$ cat config.mk
export PLATFORM = sky130hd
export DESIGN_NAME = chamber_reply_frame_parser_flat
export DESIGN_NICKNAME = d
export VERILOG_FILES = /design/src/hdl/crfp_pkg.sv /design/src/hdl/crfp_if.sv /design/src/hdl/chamber_reply_frame_parser.sv /design/src/flat_wrapper.sv
export VERILOG_INCLUDE_DIRS = /design/src /design/src/hdl
export SDC_FILE = /design/constraint.sdc
export NUM_CORES = 2
export LEC_CHECK = 0
export BUFFER_PORTS_ARGS = -buffer_cell sky130_fd_sc_hd__clkbuf_2
export CORE_AREA = 2 2 323 261
export DETAILED_ROUTE_END_ITERATION = 6
export DIE_AREA = 0 0 325 263
export GPL_TIMING_DRIVEN = 0
export PLACE_DENSITY = 0.64
export SYNTH_ARGS = -nofsm -noshare
export SYNTH_HDL_FRONTEND = slang
export SYNTH_SLANG_ARGS = --single-unit
export TNS_END_PERCENT = 20
$ cat constraint.sdc
create_clock -name clock -period 15.2 [get_ports clock]
set_clock_uncertainty 0.2 [all_clocks]
set_input_delay 2.28 -clock clock [delete_from_list [all_inputs] [get_ports clock]]
set_output_delay 2.28 -clock clock [all_outputs]
set_load 0.01 [all_outputs]
$ cat src/hdl/assert_macros.svh
// assertion macros for the rtl files
// expects signals named clock and reset in the module that uses them
`ifndef ASSERT_MACROS_SVH
`define ASSERT_MACROS_SVH

// property checked every cycle outside reset
`define ASSERT_ALWAYS(label, prop, msg) \
   label: assert property (@(posedge clock) disable iff (reset) (prop)) else $error(msg);

// consequent must hold in the cycle after the antecedent
`define ASSERT_NEXT(label, ante, cons, msg) \
   label: assert property (@(posedge clock) disable iff (reset) (ante) |=> (cons)) \
      else $error(msg);

`endif

$ cat src/hdl/crfp_pkg.sv
// shared types, character codes and text-field parse functions for the
// chamber reply frame parser; no dependencies
package crfp_pkg;

   localparam int DEF_FRAME_CAPACITY = 64;

   localparam int BYTE_W  = 8;
   localparam int KIND_W  = 2;
   localparam int TEMP_W  = 15;
   localparam int HUMID_W = 7;
   localparam int WORD_W  = 16;
   localparam int WHOLE_W = 17;
   localparam int TENTH_W = 20;

   // every decoded frame position lies in this range, so only this range is stored
   localparam int STORE_LO      = 2;
   localparam int STORE_HI      = 47;
   localparam int POS_KIND      = 2;
   localparam int POS_TEMP_ACT  = 3;
   localparam int POS_HUM_ACT   = 9;
   localparam int POS_TEMP_SEC  = 14;
   localparam int POS_ERR       = 20;
   localparam int POS_TEMP_SET  = 23;
   localparam int POS_HUM_SET   = 29;
   localparam int POS_CHANNELS  = 32;
   localparam int FIELD_LEN     = 5;
   localparam int HUMID_LEN     = 2;

   localparam logic [7:0] CH_NUL   = 8'h00;
   localparam logic [7:0] CH_STX   = 8'h02;
   localparam logic [7:0] CH_ETX   = 8'h03;
   localparam logic [7:0] CH_ACK   = 8'h06;
   localparam logic [7:0] CH_TAB   = 8'h09;
   localparam logic [7:0] CH_CR    = 8'h0D;
   localparam logic [7:0] CH_NAK   = 8'h15;
   localparam logic [7:0] CH_SPACE = 8'h20;
   localparam logic [7:0] CH_PLUS  = 8'h2B;
   localparam logic [7:0] CH_MINUS = 8'h2D;
   localparam logic [7:0] CH_DOT   = 8'h2E;
   localparam logic [7:0] CH_ZERO  = 8'h30;
   localparam logic [7:0] CH_ONE   = 8'h31;
   localparam logic [7:0] CH_NINE  = 8'h39;
   localparam logic [7:0] CH_T     = 8'h54;

   localparam logic signed [TEMP_W-1:0] TEMP_MIN  = -15'sd999;
   localparam logic signed [TEMP_W-1:0] TEMP_MAX  = 15'sd9999;
   localparam logic [HUMID_W-1:0]       HUMID_MAX = 7'd99;

   typedef enum logic [1:0] {
      KIND_OTHER = 2'd0,
      KIND_ACK   = 2'd1,
      KIND_NAK   = 2'd2,
      KIND_DATA  = 2'd3
   } kind_type;

   typedef enum logic [1:0] {
      PH_BLANK,
      PH_WHOLE,
      PH_FRAC,
      PH_DONE
   } phase_type;

   typedef struct packed {
      logic               neg;
      logic [WHOLE_W-1:0] whole;
      logic [3:0]         frac;
   } parse_type;

   typedef logic [FIELD_LEN-1:0][BYTE_W-1:0] field_type;

   function automatic logic is_blank(input logic [7:0] c);
      return (c == CH_SPACE) || (c >= CH_TAB && c <= CH_CR);
   endfunction

   function automatic logic is_digit(input logic [7:0] c);
      return (c >= CH_ZERO) && (c <= CH_NINE);
   endfunction

   // scan of blanks, sign, integer digits, then at most one fraction digit;
   // chars[0] is the first character of the field
   function automatic parse_type parse_field(input field_type chars);
      parse_type  r;
      phase_type  ph;
      logic [7:0] c;
      logic [3:0] d;
      r  = '0;
      ph = PH_BLANK;
      for (int k = 0; k < FIELD_LEN; k++) begin
         c = chars[k];
         d = c[3:0];
         unique case (ph)
            PH_BLANK: begin
               priority if (is_blank(c)) begin
                  ph = PH_BLANK;
               end else if (c == CH_PLUS || c == CH_MINUS) begin
                  r.neg = (c == CH_MINUS);
                  ph    = PH_WHOLE;
               end else if (is_digit(c)) begin
                  r.whole = WHOLE_W'(d);
                  ph      = PH_WHOLE;
               end else if (c == CH_DOT) begin
                  ph = PH_FRAC;
               end else begin
                  ph = PH_DONE;
               end
            end
            PH_WHOLE: begin
               priority if (is_digit(c)) begin
                  r.whole = WHOLE_W'((r.whole << 3) + (r.whole << 1) + WHOLE_W'(d));
               end else if (c == CH_DOT) begin
                  ph = PH_FRAC;
               end else begin
                  ph = PH_DONE;
               end
            end
            PH_FRAC: begin
               if (is_digit(c)) begin
                  r.frac = d;
               end
               ph = PH_DONE;
            end
            PH_DONE: begin
               ph = PH_DONE;
            end
            default: begin
               ph = PH_DONE;
            end
         endcase
      end
      return r;
   endfunction

   // signed tenths, saturated to the temperature range
   function automatic logic signed [TEMP_W-1:0] to_temp(input parse_type p);
      logic [TENTH_W-1:0] v;
      logic signed [TEMP_W-1:0] t;
      v = (TENTH_W'(p.whole) << 3) + (TENTH_W'(p.whole) << 1) + TENTH_W'(p.frac);
      if (p.neg) begin
         t = (v > TENTH_W'(999)) ? TEMP_MIN : -$signed(TEMP_W'(v));
      end else begin
         t = (v > TENTH_W'(9999)) ? TEMP_MAX : $signed(TEMP_W'(v));
      end
      return t;
   endfunction

   // whole percent; any negative value saturates to zero
   function automatic logic [HUMID_W-1:0] to_humid(input parse_type p);
      logic [HUMID_W-1:0] h;
      if (p.neg) begin
         h = '0;
      end else if (p.whole > WHOLE_W'(HUMID_MAX)) begin
         h = HUMID_MAX;
      end else begin
         h = HUMID_W'(p.whole);
      end
      return h;
   endfunction

endpackage

$ cat src/hdl/crfp_if.sv
// valid/ready channel interfaces for the frame parser: received bytes in,
// decoded replies out; depends on crfp_pkg
interface crfp_req_if;
   logic                         valid;
   logic                         ready;
   logic [crfp_pkg::BYTE_W-1:0]  rx_byte;

   modport source (output valid, output rx_byte, input ready);
   modport sink (input valid, input rx_byte, output ready);
endinterface

interface crfp_rsp_if;
   logic                                valid;
   logic                                ready;
   logic [crfp_pkg::KIND_W-1:0]         reply_kind;
   logic                                last_acknowledged;
   logic signed [crfp_pkg::TEMP_W-1:0]  temp_actual;
   logic [crfp_pkg::HUMID_W-1:0]        humid_actual;
   logic signed [crfp_pkg::TEMP_W-1:0]  temp_second;
   logic [crfp_pkg::WORD_W-1:0]         error_chars;
   logic signed [crfp_pkg::TEMP_W-1:0]  temp_setpoint;
   logic [crfp_pkg::HUMID_W-1:0]        humid_setpoint;
   logic [crfp_pkg::WORD_W-1:0]         channel_bits;

   modport source (output valid, output reply_kind, output last_acknowledged,
                   output temp_actual, output humid_actual, output temp_second,
                   output error_chars, output temp_setpoint, output humid_setpoint,
                   output channel_bits, input ready);
   modport sink (input valid, input reply_kind, input last_acknowledged,
                 input temp_actual, input humid_actual, input temp_second,
                 input error_chars, input temp_setpoint, input humid_setpoint,
                 input channel_bits, output ready);
endinterface

$ cat src/hdl/chamber_reply_frame_parser.sv
// chamber_reply_frame_parser: accepts one word per cycle, back to back, unless an etx word waits
// the reply for a frame goes valid after its etx is accepted, by way of the decode flag and
// then the result register (store update, then decode into the result register)
// an etx word waits only while an unread result sits in the result register
// synchronous reset clears position, byte store, flags and all held values
// depends on crfp_pkg, crfp_if.sv and assert_macros.svh
`include "assert_macros.svh"

module chamber_reply_frame_parser #(
   parameter int FRAME_CAPACITY = crfp_pkg::DEF_FRAME_CAPACITY
) (
   input  logic            clock,
   input  logic            reset,
   crfp_req_if.sink        req_chan,
   crfp_rsp_if.source      rsp_chan
);

   localparam int POS_W = $clog2(FRAME_CAPACITY + 1);
   localparam logic [POS_W-1:0] POS_CAP = POS_W'(FRAME_CAPACITY);

   logic [POS_W-1:0] pos_ff, pos_in;
   logic             decode_ff, decode_in;
   logic             rsp_valid_ff, rsp_valid_in;
   logic [7:0]       store_ff [crfp_pkg::STORE_LO:crfp_pkg::STORE_HI];

   crfp_pkg::kind_type                         kind_ff, kind_in;
   logic                                       ack_ff, ack_in;
   logic signed [crfp_pkg::TEMP_W-1:0]         temp_act_ff, temp_act_in;
   logic signed [crfp_pkg::TEMP_W-1:0]         temp_sec_ff, temp_sec_in;
   logic signed [crfp_pkg::TEMP_W-1:0]         temp_set_ff, temp_set_in;
   logic [crfp_pkg::HUMID_W-1:0]               hum_act_ff, hum_act_in;
   logic [crfp_pkg::HUMID_W-1:0]               hum_set_ff, hum_set_in;
   logic [crfp_pkg::WORD_W-1:0]                err_ff, err_in;
   logic [crfp_pkg::WORD_W-1:0]                chan_ff, chan_in;

   logic       take, in_frame, is_etx, store_we, rsp_free;
   logic [7:0] rx;
   logic [7:0] sel;

   crfp_pkg::field_type f_temp_act, f_temp_sec, f_temp_set, f_hum_act, f_hum_set;
   logic [crfp_pkg::WORD_W-1:0] chan_bits;

   // ---------------- byte intake ----------------
   assign rx       = req_chan.rx_byte;
   assign is_etx   = (rx == crfp_pkg::CH_ETX);
   assign rsp_free = !rsp_valid_ff || rsp_chan.ready;
   // only an ETX needs the result slot in the following cycle
   assign req_chan.ready = rsp_free || !is_etx;
   assign take     = req_chan.valid && req_chan.ready;
   // at position zero only STX opens a frame
   assign in_frame = take && ((pos_ff != '0) || (rx == crfp_pkg::CH_STX));
   assign store_we = in_frame && (pos_ff < POS_CAP);

   always_comb begin
      pos_in    = pos_ff;
      decode_in = 1'b0;
      if (in_frame) begin
         if (is_etx) begin
            pos_in    = '0;
            decode_in = 1'b1;
         end else if (pos_ff < POS_CAP) begin
            pos_in = pos_ff + POS_W'(1);
         end
      end
   end

   always_ff @(posedge clock) begin
      if (reset) begin
         pos_ff    <= '0;
         decode_ff <= 1'b0;
         for (int i = crfp_pkg::STORE_LO; i <= crfp_pkg::STORE_HI; i++) begin
            store_ff[i] <= '0;
         end
      end else begin
         pos_ff    <= pos_in;
         decode_ff <= decode_in;
         if (store_we) begin
            for (int i = crfp_pkg::STORE_LO; i <= crfp_pkg::STORE_HI; i++) begin
               if (pos_ff == POS_W'(i)) begin
                  store_ff[i] <= rx;
               end
            end
         end
      end
   end

   // decode, in the cycle after ETX
   // the store is quiet here: after ETX only an STX at position zero enters a frame, and it is not stored
   always_comb begin
      for (int k = 0; k < crfp_pkg::FIELD_LEN; k++) begin
         f_temp_act[k] = store_ff[crfp_pkg::POS_TEMP_ACT + k];
         f_temp_sec[k] = store_ff[crfp_pkg::POS_TEMP_SEC + k];
         f_temp_set[k] = store_ff[crfp_pkg::POS_TEMP_SET + k];
         if (k < crfp_pkg::HUMID_LEN) begin
            f_hum_act[k] = store_ff[crfp_pkg::POS_HUM_ACT + k];
            f_hum_set[k] = store_ff[crfp_pkg::POS_HUM_SET + k];
         end else begin
            f_hum_act[k] = crfp_pkg::CH_NUL;
            f_hum_set[k] = crfp_pkg::CH_NUL;
         end
      end
      for (int i = 0; i < crfp_pkg::WORD_W; i++) begin
         chan_bits[i] = (store_ff[crfp_pkg::POS_CHANNELS + i] == crfp_pkg::CH_ONE);
      end
   end

   assign sel = store_ff[crfp_pkg::POS_KIND];

   always_comb begin
      kind_in     = kind_ff;
      ack_in      = ack_ff;
      temp_act_in = temp_act_ff;
      temp_sec_in = temp_sec_ff;
      temp_set_in = temp_set_ff;
      hum_act_in  = hum_act_ff;
      hum_set_in  = hum_set_ff;
      err_in      = err_ff;
      chan_in     = chan_ff;
      if (decode_ff) begin
         priority if (sel == crfp_pkg::CH_ACK) begin
            kind_in = crfp_pkg::KIND_ACK;
            ack_in  = 1'b1;
         end else if (sel == crfp_pkg::CH_NAK) begin
            kind_in = crfp_pkg::KIND_NAK;
            ack_in  = 1'b0;
         end else if (sel == crfp_pkg::CH_T) begin
            kind_in     = crfp_pkg::KIND_DATA;
            temp_act_in = crfp_pkg::to_temp(crfp_pkg::parse_field(f_temp_act));
            temp_sec_in = crfp_pkg::to_temp(crfp_pkg::parse_field(f_temp_sec));
            temp_set_in = crfp_pkg::to_temp(crfp_pkg::parse_field(f_temp_set));
            // a leading minus marks an unavailable humidity
            if (store_ff[crfp_pkg::POS_HUM_ACT] != crfp_pkg::CH_MINUS) begin
               hum_act_in = crfp_pkg::to_humid(crfp_pkg::parse_field(f_hum_act));
            end
            if (store_ff[crfp_pkg::POS_HUM_SET] != crfp_pkg::CH_MINUS) begin
               hum_set_in = crfp_pkg::to_humid(crfp_pkg::parse_field(f_hum_set));
            end
            err_in  = {store_ff[crfp_pkg::POS_ERR], store_ff[crfp_pkg::POS_ERR + 1]};
            chan_in = chan_bits;
         end else begin
            kind_in = crfp_pkg::KIND_OTHER;
         end
      end
   end

   always_comb begin
      if (decode_ff) begin
         rsp_valid_in = 1'b1;
      end else begin
         rsp_valid_in = rsp_valid_ff && !rsp_chan.ready;
      end
   end

   // the held values double as the result register
   always_ff @(posedge clock) begin
      if (reset) begin
         rsp_valid_ff <= 1'b0;
         kind_ff      <= crfp_pkg::KIND_OTHER;
         ack_ff       <= 1'b0;
         temp_act_ff  <= '0;
         temp_sec_ff  <= '0;
         temp_set_ff  <= '0;
         hum_act_ff   <= '0;
         hum_set_ff   <= '0;
         err_ff       <= '0;
         chan_ff      <= '0;
      end else begin
         rsp_valid_ff <= rsp_valid_in;
         kind_ff      <= kind_in;
         ack_ff       <= ack_in;
         temp_act_ff  <= temp_act_in;
         temp_sec_ff  <= temp_sec_in;
         temp_set_ff  <= temp_set_in;
         hum_act_ff   <= hum_act_in;
         hum_set_ff   <= hum_set_in;
         err_ff       <= err_in;
         chan_ff      <= chan_in;
      end
   end

   assign rsp_chan.valid             = rsp_valid_ff;
   assign rsp_chan.reply_kind        = kind_ff;
   assign rsp_chan.last_acknowledged = ack_ff;
   assign rsp_chan.temp_actual       = temp_act_ff;
   assign rsp_chan.humid_actual      = hum_act_ff;
   assign rsp_chan.temp_second       = temp_sec_ff;
   assign rsp_chan.error_chars       = err_ff;
   assign rsp_chan.temp_setpoint     = temp_set_ff;
   assign rsp_chan.humid_setpoint    = hum_set_ff;
   assign rsp_chan.channel_bits      = chan_ff;

   // ---------------- checks ----------------
   `ASSERT_ALWAYS(a_pos_saturates, pos_ff <= POS_CAP, "frame position ran past capacity")
   `ASSERT_ALWAYS(a_decode_slot_free, !decode_ff || !rsp_valid_ff, "decode with slot busy")
   `ASSERT_ALWAYS(a_decode_at_zero, !decode_ff || (pos_ff == '0), "decode while frame open")
   `ASSERT_NEXT(a_decode_loads, decode_ff, rsp_valid_ff, "decode did not load a result")
   `ASSERT_ALWAYS(a_hum_act_range, hum_act_ff <= crfp_pkg::HUMID_MAX, "humidity out of range")
   `ASSERT_ALWAYS(a_hum_set_range, hum_set_ff <= crfp_pkg::HUMID_MAX, "setpoint out of range")

endmodule
$ cat src/flat_wrapper.sv
// flat-port wrapper written by rule: the top's interface ports become plain ports
module chamber_reply_frame_parser_flat 
#(
   parameter int FRAME_CAPACITY = crfp_pkg::DEF_FRAME_CAPACITY
)
  (clock, reset, req_chan_valid, req_chan_rx_byte, req_chan_ready, rsp_chan_valid, rsp_chan_reply_kind, rsp_chan_last_acknowledged, rsp_chan_temp_actual, rsp_chan_humid_actual, rsp_chan_temp_second, rsp_chan_error_chars, rsp_chan_temp_setpoint, rsp_chan_humid_setpoint, rsp_chan_channel_bits, rsp_chan_ready);
  crfp_req_if req_chan_i ();
  crfp_rsp_if rsp_chan_i ();
  input  logic clock;
  input  logic reset;
  input wire logic [$bits(req_chan_i.valid)-1:0] req_chan_valid;
  input wire logic [$bits(req_chan_i.rx_byte)-1:0] req_chan_rx_byte;
  output wire logic [$bits(req_chan_i.ready)-1:0] req_chan_ready;
  output wire logic [$bits(rsp_chan_i.valid)-1:0] rsp_chan_valid;
  output wire logic [$bits(rsp_chan_i.reply_kind)-1:0] rsp_chan_reply_kind;
  output wire logic [$bits(rsp_chan_i.last_acknowledged)-1:0] rsp_chan_last_acknowledged;
  output wire logic [$bits(rsp_chan_i.temp_actual)-1:0] rsp_chan_temp_actual;
  output wire logic [$bits(rsp_chan_i.humid_actual)-1:0] rsp_chan_humid_actual;
  output wire logic [$bits(rsp_chan_i.temp_second)-1:0] rsp_chan_temp_second;
  output wire logic [$bits(rsp_chan_i.error_chars)-1:0] rsp_chan_error_chars;
  output wire logic [$bits(rsp_chan_i.temp_setpoint)-1:0] rsp_chan_temp_setpoint;
  output wire logic [$bits(rsp_chan_i.humid_setpoint)-1:0] rsp_chan_humid_setpoint;
  output wire logic [$bits(rsp_chan_i.channel_bits)-1:0] rsp_chan_channel_bits;
  input wire logic [$bits(rsp_chan_i.ready)-1:0] rsp_chan_ready;
  assign req_chan_i.valid = req_chan_valid;
  assign req_chan_i.rx_byte = req_chan_rx_byte;
  assign req_chan_ready = req_chan_i.ready;
  assign rsp_chan_valid = rsp_chan_i.valid;
  assign rsp_chan_reply_kind = rsp_chan_i.reply_kind;
  assign rsp_chan_last_acknowledged = rsp_chan_i.last_acknowledged;
  assign rsp_chan_temp_actual = rsp_chan_i.temp_actual;
  assign rsp_chan_humid_actual = rsp_chan_i.humid_actual;
  assign rsp_chan_temp_second = rsp_chan_i.temp_second;
  assign rsp_chan_error_chars = rsp_chan_i.error_chars;
  assign rsp_chan_temp_setpoint = rsp_chan_i.temp_setpoint;
  assign rsp_chan_humid_setpoint = rsp_chan_i.humid_setpoint;
  assign rsp_chan_channel_bits = rsp_chan_i.channel_bits;
  assign rsp_chan_i.ready = rsp_chan_ready;
  chamber_reply_frame_parser #(.FRAME_CAPACITY(FRAME_CAPACITY)) u_core (.clock(clock), .reset(reset), .req_chan(req_chan_i), .rsp_chan(rsp_chan_i));
endmodule
=== After elaboration in Yosys (flattened, before gate mapping) ===
Memories as Yosys holds them, arrays and structs flattened. A register that Yosys moved wholly into a read port is not among the register bits.
Index checks and enable logic that the tools add are counted.

* Bitwise operators: 49
* Add/subtract/negate cells: 38
* Equal/unequal tests: 175
* Reductions and logical operators: 118
* Muxes and demuxes: 654
* Order comparisons: 85

{| class="wikitable"
|+ Operator list
! cell !! number
|-
| $mux 17 || 104
|-
| $mux 18 || 41
|-
| $eq 8x6->1 const B || 87
|-
| $pmux 17 s2 || 14
|-
| $mux 8 || 46
|-
| $mux 1 || 271
|-
| $add 17x17->17 || 14
|-
| $add 17x4->17 || 14
|-
| $mux 2 || 112
|-
| $mux 4 || 42
|-
| $ge 8x4->1 const B || 19
|-
| $ge 8x6->1 const B || 19
|-
| $le 8x4->1 const B || 19
|-
| $le 8x6->1 const B || 19
|-
| $mux 15 || 9
|-
| $eq 7x5->1 const B || 16
|-
| $eq 7x6->1 const B || 16
|-
| $add 20x18->20 || 3
|-
| $add 20x4->20 || 3
|-
| $gt 20x10->1 const B || 3
|-
| $gt 20x14->1 const B || 3
|-
| $eq 7x4->1 const B || 8
|-
| $pmux 2 s3 || 9
|-
| $or 1x1->1 || 46
|-
| other kinds (25) || 182
|}

* Output and inout port bits: 96
* Input bits: 12
* Register bits: 87
* Memory bits (writable): 368
* Memories: 1
* Word-level logic and storage cells: 1131

{| class="wikitable"
|+ Memories
! name !! depth !! bits a word !! read ports !! clocked after memory_dff !! write ports !! line !! text
|-
| u_core.store_ff || 46 || 8 || 38 || 2 || 46 || chamber_reply_frame_parser.sv:24 || <nowiki>logic [7:0] store_ff [crfp_pkg::STORE_LO:crfp_pkg::STORE_HI];</nowiki>
|}

=== Longest topological paths before layout ===
An unclocked memory read counts as a cell.

* Depth after elaboration: 47
* Gate-level depth with buffers: 50
* Depth with buffers taken out: 50

=== Worst setup path before layout ===
OpenSTA, ideal clock, no wires.

* Kind: reg2reg
* Start: register u_core.store_ff[7][4] (netlist name)
* End: register u_core.temp_sec_ff, in the netlist u_core.rsp_chan.temp_second[14]
* Path buffers: 0
* Clock period less this slack: 9868 ps
* Setup time: 132 ps
* Data arrival time: 9535 ps
* Slack: 5332 ps
* Data required time: 14868 ps
* Stages on the path, launching flop included: 45
* Cells stage by stage: edfxtp_1 > or3_4 > or4b_4 > o32a_2 > nor2_1 > nand2_1 > a22oi_1 > fa_1 > fa_1 > a21o_1 > a21oi_1 > xnor2_1 > nor2_1 > a21oi_1 > inv_1 > ha_1 > ha_1 > o21ai_0 > [9 not listed] > a21oi_1 > o21a_1 > nor2b_1 > xnor2_1 > nand2_1 > a21oi_1 > ha_1 > ha_1 > o21a_1 > o21ai_0 > nand2b_1 > a21o_1 > a211o_1 > a221oi_1 > nand4_1 > or3_4 > o211ai_1 > a21oi_1

{| class="wikitable"
|+ RTL lines
! element !! line !! text
|-
| end signal, assigned || chamber_reply_frame_parser.sv:172 || <nowiki>temp_sec_ff <= temp_sec_in;</nowiki>
|-
| end, declared || chamber_reply_frame_parser.sv:29 || <nowiki>logic signed [crfp_pkg::TEMP_W-1:0] temp_sec_ff, temp_sec_in;</nowiki>
|}

==> impl_results.md <==
* Routing usage on met1 at 0.325
* Fillers at between 8,000 and 9,000
* R2R setup slack at ~3 ns
* Top cell type's share of synthesized area at 0.279
* Post-synth EDFFs at 304
* Post-CTS setup buffer count at 0
* Final setup viols at 0
* Die Area at 85,500 µm²
* Simple-Gate Fraction of Synth Area at 0.237
* Post-synthesis mux area share at 0.0101
* # IOs at about 110
* Pre-Repair DR Iteration Count at 6
* Largest cells by area after synthesis: edfxtp_1, ha_1, dfxtp_1
* # H-tree levels at 2
* Grt total ovfl at 0
* Detailed Place HPWL at about 71,000 µm
* Vias in the first global route at 25,500
* Hold endpoint: u_core.rsp_chan.channel_bits[1]
* Largest family of logic cells by synthesized area: simple AND/OR/NAND/NOR gates
* Crit path launch type: flip-flop
* Share of layout cells above drive strength 1 at 0.0707
* Cts repair resizes at 0
* Met3 Usage GRT at 0.0384
* Layout area overhead at 10.3%
* Placer Congestion at 0.945
* Compound-gate portion of the synthesized area at 0.182
* Die width at 325 µm
* Total CTS buffers at 42
* Commonest cells post-synth: ha_1, and2_1, edfxtp_1, nand2_1, nor2_1
* Total of max-cap violations at 0
* Worst Hold Class: reg -> reg
* Max Slew Vio Count at 0
* Global-route wire length before repair at 145,000 µm
* Worst EP arrival at 12.44 ns
* FF-to-FF path depth at 41
* Design Power at 2.45 mW
* XOR/XNOR share of the synthesized area at 0.0461
* Post-synthesis instance area at ~33,000 µm²
* Final period util at 0.797
* Hold Crit Depth at 2
* CP Max Fanout at 9
* Main synth FF type: edfxtp_1
* Final WS setup at just over 3 ns
* Pre-CTS setup slack at between 3 and 4 ns
* 1st-iter DRT viols at 2,653
* Met2 GRT Util at 0.302
* GRT busiest layer: met1
* Tot GR Track Use at 0.209
* Slew margin rel. at 0.118
* Fin. Hold Viols at 0
* Initial antenna violation count at 5
* Slew @ Worst Pin at about 1.3 ns
* CTS sink cnt at 407
* CTS root buf: clkbuf_16
* Final ANT Viol Nets at 0
* Nets at 4,154
* CTS tree: done
* Hold_sp: u_core.rsp_chan.channel_bits[1]
* Pin count of the biggest net entering global routing at 16
* Register area share after synthesis at 0.342
* Critical path startpoint: u_core.store_ff[11][11]
* Drc violations at 0
* Starting density of the core at 0.399
* Routed WL at around 93,000 µm
* Reg2reg end: u_core.rsp_chan.temp_setpoint[7]
* Synthesized area per cell at 9.04 µm²
* Post-synthesis register bit count at 407
* Port buffer count at 107
* Synth Area in Adders at 0.151
* Die Height at ~260 µm
* P per Cell Area at around 68 nW/µm²
* Worst skew pair latency at just over 0.6 ns
* Crit path top cell by count: ha_1
* Critical path class: reg -> reg
* CP max stage cell: a2111oi_2
* Crit. End Element: flip-flop
* Worst hold slack at 0.255 ns
* Hold Buf Count CTS at 0
* Count leader, synth: ha_1
* RSZ-0062 raised after global routing: false
* Max Fclk at 82.5 MHz
* Area of the core at slightly above 80,000 µm²
* Mapped Cells at ~3,600
* Vias at ~28,000
* Synth unique cells at 112
* Crit path time final at 12.12 ns
* Antenna fix cells at 0
* Final setup TNS at 0 ns
* Rows at 94
* Number of vias per cell at 5.68
* Synth Net Count at between 4,000 and 5,000
* Static leakage at 15.4 nW
* Worst Path Required at 15.52 ns
* WL per Instance at 18.9 µm
* Yosys warnings at 0
* Synth area leader: edfxtp_1
* Bufs on Longest Clock Path at 3
* Largest stage delay, worst path at 0.70 ns
* Worst IR Drop VDD at 75.9 µV
* R2R Path Start: u_core.store_ff[11][11]
* Status: finished clean
* CTS clk-pin slew, worst paths at ~0.060 ns
* Ys async rst share at 0
kinds of logic after synthesis:
family	count (synthesis)
and+or+nand+nor	1438
AOI/OAI and AO/OA	919
DFF	407
adders and majority gates	373
buffers and inverters	278
xor gates and xnor gates	171
muxes	31
critical path: cells and delay by family (launching register included):
kind	cells	cell delay, ns
fa+ha+maj	8	2.74
xor+xnor	3	0.34
compound gates	23	6.39
flops	1	0.51
simple gates	7	1.83
through the flow:
| stage | utilization | area [µm²] | std cells |
|---|---|---|---|
| final | 0.440 | 36000 | 4907 |
| after detailed placement | 0.422 | 34600 | 4828 |
| after floorplan | - | 32700 | 3617 |
| after CTS | 0.440 | 36000 | 4906 |
| after global routing | 0.440 | 36000 | 4907 |
| after global placement | 0.422 | 34600 | 4828 |
cell type report:
| class | count | area [µm²] | share of cell area |
|---|---|---|---|
| inverters | 150 | 563 | 0.0156 |
| repair buffers | 108 | 541 | 0.0150 |
| multi-input cells | 2932 | 20400 | 0.567 |
| clock inverters | 26 | 294 | 0.00816 |
| well taps | 1104 | 1380 | 0.0383 |
| plain buffers | 128 | 505 | 0.0140 |
| clock buffers | 52 | 1130 | 0.0313 |
| flip-flops and latches | 407 | 11200 | 0.310 |
how the worst max path moves through the flow:
| stage | to | slack, ns | depth (start not counted) |
|---|---|---|---|
| 4_1_cts | u_core.rsp_chan.temp_setpoint[7] | 3.25 | 41 |
| 2_1_floorplan | u_core.rsp_chan.temp_second[14] | 5.33 | 44 |
| 3_5_place_dp | u_core.rsp_chan.temp_setpoint[7] | 3.30 | 41 |
| 5_1_grt | u_core.rsp_chan.temp_setpoint[7] | 2.23 | 42 |
| 6_report | u_core.rsp_chan.temp_setpoint[7] | 3.08 | 41 |
| 3_3_place_gp | u_core.rsp_chan.temp_setpoint[7] | 3.37 | 41 |
power by group:
part / switching [mW] / total, mW / internal [mW]
Sequential: 0.0199 / 1.24 / 1.22
Clock: 0.478 / 1.09 / 0.607
Combinational: 0.0906 / 0.123 / 0.0328
Total: 0.589 / 2.45 / 1.86
layout by cell type, fill, tap and decap left out, types with 38 or more instances in the layout:
cell type,n
edfxtp_1,304
nand2_1,290
xnor2_1,88
dfxtp_1,103
a31oi_1,46
nand2b_1,38
nor3_1,102
nand3_1,92
nor2b_1,47
ha_1,339
clkbuf_1,115
xor2_1,82
clkbuf_2,107
a21o_1,66
inv_1,148
a21oi_1,234
clkbuf_16,43
o21a_1,41
o21ai_0,241
and2_1,329
nor2_1,266
registers in the layout (all words and copies together), names as in the netlist:
register                           flops
u_core.rsp_chan.temp_setpoint         15
u_core.rsp_chan.channel_bits          16
u_core.rsp_chan.temp_actual           15
u_core.rsp_chan.temp_second           15
u_core.rsp_chan.last_acknowledged      1
u_core.store_ff                      304
u_core.rsp_chan.reply_kind             2
u_core.rsp_chan.humid_actual           7
u_core.rsp_chan.humid_setpoint         7
u_core.rsp_chan.valid                  1
rsp_chan_error_chars                  16
u_core.decode_ff                       1
u_core.pos_ff                          7
metal layers:
metal  wire length (µm)  up-vias
li1                   -    13600
met1              46000    13300
met2              37900      889
met3               7530       95
met4               1330        4
met5                 27        -
Power figures use the tool's default switching activity.
